**src/bds_pkg.sv**
```systemverilog
// Package for the baud divisor search block: shared widths, reset value and
// the sequencer state type. No dependencies.
package bds_pkg;

   localparam int DIVIDEND_WIDTH = 32;
   localparam int DIVISOR_WIDTH  = 40;
   localparam int PRESCALE_SHIFT = 3;

   localparam logic [31:0] REF_CLOCK_RESET = 32'd50000000;

   typedef enum logic [3:0] {
      ST_IDLE,
      ST_PRE,
      ST_SPAN,
      ST_CD,
      ST_CD_WAIT,
      ST_RATE_MUL,
      ST_RATE,
      ST_RATE_WAIT,
      ST_NEXT,
      ST_FINISH
   } bds_state_type;

endpackage

```
**src/bds_divider.sv**
```systemverilog
// Bit-serial restoring divider, one quotient bit per cycle.
// Depends on bds_pkg for the operand widths.
module bds_divider import bds_pkg::*; (
   input  logic                      clock,
   input  logic                      reset,
   input  logic                      start,
   input  logic [DIVIDEND_WIDTH-1:0] dividend,
   input  logic [DIVISOR_WIDTH-1:0]  divisor,
   output logic                      done,
   output logic [DIVIDEND_WIDTH-1:0] quotient
);

   localparam int CountWidth = $clog2(DIVIDEND_WIDTH);

   logic                      busy_ff, busy_in;
   logic                      done_ff, done_in;
   logic [CountWidth-1:0]     count_ff, count_in;
   logic [DIVISOR_WIDTH-1:0]  rem_ff, rem_in;
   logic [DIVIDEND_WIDTH-1:0] quo_ff, quo_in;
   logic [DIVISOR_WIDTH-1:0]  div_ff, div_in;
   logic [DIVISOR_WIDTH:0]    trial;
   logic [DIVISOR_WIDTH:0]    diff;

   // quo_ff holds the remaining dividend bits and collects quotient bits from the bottom
   assign trial = {rem_ff, quo_ff[DIVIDEND_WIDTH-1]};
   assign diff  = trial - {1'b0, div_ff};

   always_comb begin
      busy_in  = busy_ff;
      done_in  = 1'b0;
      count_in = count_ff;
      rem_in   = rem_ff;
      quo_in   = quo_ff;
      div_in   = div_ff;
      if (start) begin
         busy_in  = 1'b1;
         count_in = '0;
         rem_in   = '0;
         quo_in   = dividend;
         div_in   = divisor;
      end else if (busy_ff) begin
         if (!diff[DIVISOR_WIDTH]) begin
            rem_in = diff[DIVISOR_WIDTH-1:0];
            quo_in = {quo_ff[DIVIDEND_WIDTH-2:0], 1'b1};
         end else begin
            rem_in = trial[DIVISOR_WIDTH-1:0];
            quo_in = {quo_ff[DIVIDEND_WIDTH-2:0], 1'b0};
         end
         count_in = count_ff + CountWidth'(1);
         if (count_ff == CountWidth'(DIVIDEND_WIDTH - 1)) begin
            busy_in = 1'b0;
            done_in = 1'b1;
         end
      end
   end

   always_ff @(posedge clock) begin
      if (reset) begin
         busy_ff  <= 1'b0;
         done_ff  <= 1'b0;
         count_ff <= '0;
      end else begin
         busy_ff  <= busy_in;
         done_ff  <= done_in;
         count_ff <= count_in;
      end
   end

   always_ff @(posedge clock) begin
      rem_ff <= rem_in;
      quo_ff <= quo_in;
      div_ff <= div_in;
   end

   assign done     = done_ff;
   assign quotient = quo_ff;

endmodule

```
**src/baud_divisor_search.sv**
```systemverilog
// Top level of the baud divisor search; uses bds_pkg and bds_divider.
// One sequencer drives a single shared bit-serial divider.
//
// For each requested baud rate the block picks a clock divisor and a bit divider
// whose rate lies closest to the request, using the reference clock written
// through the csr_ port (reset value 50 MHz). Every division goes through the
// single bit-serial divider. After the prescale decision, each bit divider tried
// takes one division for its clock divisor and, when that falls inside the allowed
// range, a second division for the achieved rate; a full search covers dividers
// 4 to 255, and an exact match ends the search early. The block takes a new item
// once the previous result has moved to the output register.
module baud_divisor_search import bds_pkg::*; #(
   parameter int DIVIDER_MIN       = 4,
   parameter int DIVIDER_MAX       = 255,
   parameter int CLOCK_DIVISOR_MAX = 65535
) (
   input  logic        clock,
   input  logic        reset,
   input  logic        csr_valid,
   output logic        csr_ready,
   input  logic [31:0] csr_reference_clock_hz,
   input  logic        req_valid,
   output logic        req_ready,
   input  logic [31:0] req_desired_baud,
   output logic        rsp_valid,
   input  logic        rsp_ready,
   output logic        rsp_prescale_by_eight,
   output logic [15:0] rsp_clock_divisor,
   output logic [7:0]  rsp_bit_divider,
   output logic [31:0] rsp_achieved_baud,
   output logic        rsp_found
);

   localparam logic [23:0] Limit = 24'((DIVIDER_MAX + 1) * CLOCK_DIVISOR_MAX);
   localparam bit EmptyRange = (DIVIDER_MIN > DIVIDER_MAX);

   bds_state_type state_ff, state_in;

   logic [31:0] ref_clk_ff, ref_clk_in;
   logic [31:0] baud_ff, baud_in;
   logic [31:0] clk_ff, clk_in;
   logic        pre_ff, pre_in;
   logic [7:0]  bdiv_ff, bdiv_in;
   logic [DIVISOR_WIDTH-1:0] span_ff, span_in;
   logic [15:0] cd_ff, cd_in;
   logic        found_ff, found_in;
   logic [31:0] best_err_ff, best_err_in;
   logic [15:0] best_cd_ff, best_cd_in;
   logic [7:0]  best_bdiv_ff, best_bdiv_in;
   logic [31:0] best_rate_ff, best_rate_in;

   logic        rsp_valid_ff, rsp_valid_in;
   logic        rsp_pre_ff, rsp_pre_in;
   logic [15:0] rsp_cd_ff, rsp_cd_in;
   logic [7:0]  rsp_bdiv_ff, rsp_bdiv_in;
   logic [31:0] rsp_rate_ff, rsp_rate_in;
   logic        rsp_found_ff, rsp_found_in;

   logic                      div_start;
   logic [DIVISOR_WIDTH-1:0]  div_divisor;
   logic                      div_done;
   logic [DIVIDEND_WIDTH-1:0] div_quotient;

   logic [8:0]  mult;
   logic [DIVISOR_WIDTH-1:0] span_prod;
   logic [24:0] den_prod;
   logic [56:0] pre_bound;
   logic [31:0] err;

   assign mult      = {1'b0, bdiv_ff} + 9'd1;
   assign span_prod = DIVISOR_WIDTH'(baud_ff) * DIVISOR_WIDTH'(mult);
   assign den_prod  = 25'(cd_ff) * 25'(mult);
   assign pre_bound = 57'({1'b0, baud_ff} + 33'd1) * 57'(Limit);
   assign err       = (baud_ff > div_quotient) ? (baud_ff - div_quotient)
                                               : (div_quotient - baud_ff);

   assign div_start   = (state_ff == ST_CD) || (state_ff == ST_RATE);
   assign div_divisor = span_ff;

   bds_divider u_divider (
      .clock    (clock),
      .reset    (reset),
      .start    (div_start),
      .dividend (clk_ff),
      .divisor  (div_divisor),
      .done     (div_done),
      .quotient (div_quotient)
   );

   assign csr_ready = 1'b1;
   assign req_ready = (state_ff == ST_IDLE);

   always_comb begin
      state_in     = state_ff;
      ref_clk_in   = ref_clk_ff;
      baud_in      = baud_ff;
      clk_in       = clk_ff;
      pre_in       = pre_ff;
      bdiv_in      = bdiv_ff;
      span_in      = span_ff;
      cd_in        = cd_ff;
      found_in     = found_ff;
      best_err_in  = best_err_ff;
      best_cd_in   = best_cd_ff;
      best_bdiv_in = best_bdiv_ff;
      best_rate_in = best_rate_ff;
      rsp_valid_in = rsp_valid_ff;
      rsp_pre_in   = rsp_pre_ff;
      rsp_cd_in    = rsp_cd_ff;
      rsp_bdiv_in  = rsp_bdiv_ff;
      rsp_rate_in  = rsp_rate_ff;
      rsp_found_in = rsp_found_ff;

      if (csr_valid) begin
         ref_clk_in = csr_reference_clock_hz;
      end
      if (rsp_valid_ff && rsp_ready) begin
         rsp_valid_in = 1'b0;
      end

      case (state_ff)
         ST_IDLE: begin
            if (req_valid) begin
               baud_in      = req_desired_baud;
               clk_in       = ref_clk_ff;
               pre_in       = 1'b0;
               found_in     = 1'b0;
               best_err_in  = '0;
               best_cd_in   = '0;
               best_bdiv_in = '0;
               best_rate_in = '0;
               state_in     = ST_PRE;
            end
         end
         ST_PRE: begin
            // baud below clock / limit is the same as (baud + 1) * limit <= clock
            if (pre_bound <= 57'(clk_ff)) begin
               pre_in = 1'b1;
               clk_in = clk_ff >> PRESCALE_SHIFT;
            end
            bdiv_in = 8'(DIVIDER_MIN);
            if (baud_ff == '0 || EmptyRange) begin
               state_in = ST_FINISH;
            end else begin
               state_in = ST_SPAN;
            end
         end
         ST_SPAN: begin
            span_in  = span_prod;
            state_in = ST_CD;
         end
         ST_CD: begin
            state_in = ST_CD_WAIT;
         end
         ST_CD_WAIT: begin
            if (div_done) begin
               if (div_quotient == '0 || div_quotient > 32'(CLOCK_DIVISOR_MAX)) begin
                  state_in = ST_NEXT;
               end else begin
                  cd_in    = div_quotient[15:0];
                  state_in = ST_RATE_MUL;
               end
            end
         end
         ST_RATE_MUL: begin
            span_in  = DIVISOR_WIDTH'(den_prod);
            state_in = ST_RATE;
         end
         ST_RATE: begin
            state_in = ST_RATE_WAIT;
         end
         ST_RATE_WAIT: begin
            if (div_done) begin
               state_in = ST_NEXT;
               if (!found_ff || err < best_err_ff) begin
                  found_in     = 1'b1;
                  best_err_in  = err;
                  best_cd_in   = cd_ff;
                  best_bdiv_in = bdiv_ff;
                  best_rate_in = div_quotient;
                  // exact match ends the search
                  if (err == '0) begin
                     state_in = ST_FINISH;
                  end
               end
            end
         end
         ST_NEXT: begin
            if (bdiv_ff == 8'(DIVIDER_MAX)) begin
               state_in = ST_FINISH;
            end else begin
               bdiv_in  = bdiv_ff + 8'd1;
               state_in = ST_SPAN;
            end
         end
         ST_FINISH: begin
            // wait for the output register to be free
            if (!rsp_valid_ff || rsp_ready) begin
               rsp_valid_in = 1'b1;
               rsp_pre_in   = pre_ff;
               rsp_cd_in    = best_cd_ff;
               rsp_bdiv_in  = best_bdiv_ff;
               rsp_rate_in  = best_rate_ff;
               rsp_found_in = found_ff;
               state_in     = ST_IDLE;
            end
         end
         default: begin
            state_in = ST_IDLE;
         end
      endcase
   end

   always_ff @(posedge clock) begin
      if (reset) begin
         state_ff     <= ST_IDLE;
         ref_clk_ff   <= REF_CLOCK_RESET;
         rsp_valid_ff <= 1'b0;
      end else begin
         state_ff     <= state_in;
         ref_clk_ff   <= ref_clk_in;
         rsp_valid_ff <= rsp_valid_in;
      end
   end

   always_ff @(posedge clock) begin
      baud_ff      <= baud_in;
      clk_ff       <= clk_in;
      pre_ff       <= pre_in;
      bdiv_ff      <= bdiv_in;
      span_ff      <= span_in;
      cd_ff        <= cd_in;
      found_ff     <= found_in;
      best_err_ff  <= best_err_in;
      best_cd_ff   <= best_cd_in;
      best_bdiv_ff <= best_bdiv_in;
      best_rate_ff <= best_rate_in;
      rsp_pre_ff   <= rsp_pre_in;
      rsp_cd_ff    <= rsp_cd_in;
      rsp_bdiv_ff  <= rsp_bdiv_in;
      rsp_rate_ff  <= rsp_rate_in;
      rsp_found_ff <= rsp_found_in;
   end

   assign rsp_valid             = rsp_valid_ff;
   assign rsp_prescale_by_eight = rsp_pre_ff;
   assign rsp_clock_divisor     = rsp_cd_ff;
   assign rsp_bit_divider       = rsp_bdiv_ff;
   assign rsp_achieved_baud     = rsp_rate_ff;
   assign rsp_found             = rsp_found_ff;

endmodule
```
**config.mk**
```make
export PLATFORM = sky130hd
export DESIGN_NAME = baud_divisor_search
export DESIGN_NICKNAME = d
export VERILOG_FILES = /design/src/bds_pkg.sv /design/src/bds_divider.sv /design/src/baud_divisor_search.sv
export SDC_FILE = /design/constraint.sdc
export NUM_CORES = 2
export LEC_CHECK = 0
export BUFFER_PORTS_ARGS = -buffer_cell sky130_fd_sc_hd__buf_2
export CORE_ASPECT_RATIO = 1.1
export CORE_UTILIZATION = 40
export CTS_BUF_LIST = sky130_fd_sc_hd__clkbuf_8 sky130_fd_sc_hd__clkbuf_16
export DETAILED_ROUTE_END_ITERATION = 16
export SETUP_SLACK_MARGIN = 0.15
export SLEW_MARGIN = 40
export SYNTH_ARGS = -nofsm -noshare
export SYNTH_HDL_FRONTEND = slang
export SYNTH_HIERARCHICAL = 1
export SYNTH_SLANG_ARGS = --single-unit
```
**constraint.sdc**
```tcl
create_clock -name clock -period 18.11 [get_ports clock]
set_input_delay 3.622 -clock clock [delete_from_list [all_inputs] [get_ports clock]]
set_output_delay 3.622 -clock clock [all_outputs]
set_load 0.05 [all_outputs]
```
==> metrics.txt <==
# TYPE chip_impl_metric gauge
chip_impl_info{name="synth_top_area_cell",value="sky130_fd_sc_hd__fa_1"} 1
chip_impl_metric{name="fp.coreArea",unit="mm2"} 0.1176
chip_impl_metric{name="rows",unit=""} 132
chip_impl_info{name="status",value="finished clean"} 1
chip_impl_metric{name="finalWirelength",unit="um"} 146000
chip_impl_metric{name="timing.hold.worst_path_depth",unit=""} 0
chip_impl_metric{name="setup_violations",unit=""} 0
chip_impl_metric{name="clk_transition_reported_paths",unit="ns"} 0.06
chip_impl_metric{name="crit_fanout",unit=""} 33
chip_impl_info{name="tritoncts",value="yes"} 1
chip_impl_metric{name="syn-cell-area",unit="mm2"} 0.04737
chip_impl_metric{name="syn_inst",unit=""} 4937
chip_impl_metric{name="mappedNetlistNets",unit=""} 5968
chip_impl_metric{name="ratio_of_final_minimum_period_to_clock_period",unit="%"} 62.27
chip_impl_metric{name="dr.pass1.iters",unit=""} 6
chip_impl_metric{name="numClockSinks",unit=""} 432
chip_impl_metric{name="synth-simple-area-share",unit="%"} 14.26
chip_impl_metric{name="globalRouteMet3Util",unit="%"} 2.917
chip_impl_info{name="final_common_cell",value="sky130_fd_sc_hd__inv_1"} 1
chip_impl_metric{name="yosys_warnings",unit=""} 6
chip_impl_metric{name="place.gp.congestion",unit=""} 0.9728
chip_impl_metric{name="synthAdderAreaFrac",unit="%"} 34.49
chip_impl_info{name="synth_top_flop_cell",value="sky130_fd_sc_hd__edfxtp_1"} 1
chip_impl_metric{name="first_iter_violations",unit=""} 2894
chip_impl_metric{name="ys_async_sr_fraction",unit="%"} 0
chip_impl_metric{name="ctsHoldBuffers",unit=""} 0
chip_impl_metric{name="track_usage",unit="%"} 24.58
chip_impl_metric{name="synthDominantCellAreaShare",unit="%"} 24.22
chip_impl_metric{name="avgViaCountPerCell",unit=""} 5.468
chip_impl_metric{name="fin_tns_setup",unit="ns"} 0
chip_impl_info{name="final_cell_mix",value="sky130_fd_sc_hd__inv_1, sky130_fd_sc_hd__fa_1, sky130_fd_sc_hd__nand2_1"} 1
chip_impl_metric{name="die_area",unit="mm2"} 0.1198
chip_impl_metric{name="timing_hold_violations_final",unit=""} 0
chip_impl_metric{name="grt_antenna_before_repair",unit=""} 11
chip_impl_metric{name="avgSynthCellArea",unit="um2"} 9.594
chip_impl_metric{name="period_minus_slack",unit="ns"} 11.28
chip_impl_metric{name="seqCellArea",unit="mm2"} 0.01213
chip_impl_info{name="yosys-top-cells-area",value="sky130_fd_sc_hd__fa_1, sky130_fd_sc_hd__edfxtp_1, sky130_fd_sc_hd__ha_1"} 1
chip_impl_info{name="worst_path_max_delay_cell",value="sky130_fd_sc_hd__nor3_1"} 1
chip_impl_info{name="start_kind",value="flop"} 1
chip_impl_metric{name="syn2layout_area_growth",unit="%"} 8.723
chip_impl_metric{name="post_synth_xor_area_fraction",unit="%"} 3.587
chip_impl_metric{name="grt_max_degree",unit=""} 84
chip_impl_info{name="global_route.peak_usage_layer",value="met2"} 1
chip_impl_metric{name="worst_slew_margin_rel",unit="%"} 37.38
chip_impl_metric{name="first_global_vias",unit=""} 36510
chip_impl_metric{name="ys_seq_area_share",unit="%"} 25.61
chip_impl_metric{name="worst-path-stages",unit=""} 37
chip_impl_metric{name="yosys-mux-area-fraction",unit="%"} 2.422
chip_impl_metric{name="floorplan.die.height",unit="um"} 362.9
chip_impl_metric{name="reg2regPathDepth",unit=""} 37
chip_impl_metric{name="global_route.usage.met1",unit="%"} 33.83
chip_impl_metric{name="synth_compound_area_share",unit="%"} 11.19
chip_impl_metric{name="nets_finish",unit=""} 5994
chip_impl_metric{name="global_route.overflow_total",unit=""} 0
chip_impl_info{name="clock-root-buffer",value="sky130_fd_sc_hd__clkbuf_16"} 1
chip_impl_metric{name="avgRoutedWirePerCell",unit="um"} 22.30
chip_impl_metric{name="port_buffers",unit=""} 128
chip_impl_metric{name="clock-skew-final",unit="ns"} 0.04526
chip_impl_metric{name="fillers",unit=""} 11450
chip_impl_metric{name="multi_input_area",unit="mm2"} 0.03143
chip_impl_metric{name="vias",unit=""} 35810
chip_impl_metric{name="chipWidth",unit="um"} 330.1
chip_impl_metric{name="worst_path_largest_cell_delay",unit="ns"} 0.68
chip_impl_metric{name="critical_path_buf_inv_count",unit=""} 7
chip_impl_metric{name="max_cap_violations",unit=""} 0
chip_impl_metric{name="cts_max_level",unit=""} 2
chip_impl_metric{name="effective_utilization_at_floorplan",unit="%"} 40.28
chip_impl_info{name="worst_path_dominant_cell_family",value="adder cells"} 1
chip_impl_metric{name="number_of_synthesized_register_bits",unit=""} 432
chip_impl_metric{name="ant_nets",unit=""} 0
chip_impl_metric{name="synth-edff-count",unit=""} 348
chip_impl_metric{name="final_layout_size_suffix_gt1_share",unit="%"} 7.892
chip_impl_metric{name="cp.arrival",unit="ns"} 11.58
chip_impl_info{name="critPathKind",value="flop to flop"} 1
chip_impl_info{name="unrepaired_setup_endpoints_after_global_routing",value="no"} 1
chip_impl_metric{name="detailed_place_hpwl",unit="um"} 118100
chip_impl_metric{name="io_pins",unit=""} 130
chip_impl_metric{name="achievable_freq",unit="GHz"} 0.08868
chip_impl_metric{name="post-route-drc-count",unit=""} 0
chip_impl_metric{name="clkLatencyLatePin",unit="ns"} 0.67
chip_impl_metric{name="post_cts_buffers",unit=""} 0
chip_impl_info{name="main_combinational_cell_family_by_area_after_synthesis",value="adder cells"} 1
chip_impl_metric{name="worst_ep_required_time",unit="ns"} 18.41
chip_impl_metric{name="cts_buf_count",unit=""} 50
chip_impl_metric{name="synthDistinctLibCells",unit=""} 98
chip_impl_metric{name="postCtsResizedCells",unit=""} 0
chip_impl_info{name="timing.critical_path.to_type",value="flop"} 1
chip_impl_metric{name="met2_usage",unit="%"} 40.04
chip_impl_metric{name="grt_first_pass_wirelength",unit="um"} 222900
chip_impl_info{name="min-delay-path-class",value="flop to flop"} 1
chip_impl_metric{name="report.final.slew_viol_count",unit=""} 0
chip_impl_metric{name="worstMarginPinSlew",unit="ns"} 0.9380
chip_impl_metric{name="clock_tree.buffer_depth",unit=""} 3
## final cells by class
| class | count | area share (%) |
|---|---|---|
| Antenna cell | 2 | 0.009719 |
| Clock buffer | 51 | 2.456 |
| Tap cell | 1541 | 3.744 |
| Sequential cell | 432 | 23.56 |
| Timing Repair Buffer | 182 | 2.085 |
| Clock inverter | 43 | 1.040 |
| Inverter | 832 | 6.064 |
| Multi-Input combinational cell | 3465 | 61.04 |
## per-stage QoR
step	worst slack [ns]	hold slack, ns	cells	util [%]	cell area (um2)
2_1_floorplan	7.608	0.4003	4937	-	47370
3_3_place_gp	6.977	0.4002	6449	42.18	49600
3_5_place_dp	6.878	0.4045	6450	42.21	49640
4_1_cts	6.821	0.4162	6544	43.74	51440
5_1_grt	6.107	0.4205	6547	43.79	51490
6_report	6.833	0.4157	6548	43.79	51500
## worst paths after layout
path,start,end,slack (ns)
max reg2reg,baud_ff[5]$_DFFE_PP_,clk_ff[0]$_DFFE_PP_,6.83
max,baud_ff[5]$_DFFE_PP_,clk_ff[0]$_DFFE_PP_,6.83
min reg2reg,best_rate_ff[16]$_SDFFCE_PN0P_,rsp_achieved_baud[16]$_DFFE_PP_,0.42
min,best_rate_ff[16]$_SDFFCE_PN0P_,rsp_achieved_baud[16]$_DFFE_PP_,0.42
## cells by family (layout without fill, tap and decap cells)
kind of cell,count (synthesis),in the layout
AO/OA/AOI/OAI,787,787
XOR/XNOR,194,194
adder cells (fa/ha/maj),962,962
buffers and inverters,1040,1108
flip-flops,432,432
multiplexers,107,107
other,1,3
AND/OR/NAND/NOR,1414,1414
## routing by layer
metal,vias to the layer above,routed length (um)
met5,-,34
met4,4,5360
met3,208,9102
met2,1159,68400
met1,18040,63100
li1,16390,-
## Yosys cell counts, drive strengths merged, types with 33 or more instances
master and n:
nor2 362, inv 828, nand2b 85, and3 33, xnor2 135, nor4 37, a211oi 34, dfxtp 84
fa 573, nor3 70, a21oi 222, buf 39, o21ai 130, mux2 61, and2 110, nand3 71
nand4 51, nand2 473, clkbuf 169, a31oi 33, a311oi 39, xor2 59, nor2b 46, ha 389
edfxtp 348, mux2i 46, a21o 118
## worst register-to-register path: cells and delay by family (launching register included)
kind | cells | cell delay, ns
DFF | 1 | 0.56
AOI/OAI and AO/OA | 5 | 1.32
buffers and inverters | 7 | 1.22
adders and majority gates | 8 | 3.75
and+or+nand+nor | 15 | 3.34
xor gates and xnor gates | 2 | 0.71
## registers in the layout (all words and copies together) (netlist names), 32 cells and up
name                flops
div_divisor            40
u_divider/rem_ff       40
u_divider/div_ff       40
rsp_achieved_baud      32
baud_ff                32
best_err_ff            32
clk_ff                 32
best_rate_ff           32
u_divider/quotient     32
ref_clk_ff             32
Power is left out: the tool's default activity adds up to more than one toggle a clock period on the data nets, which glitch-free logic cannot reach.
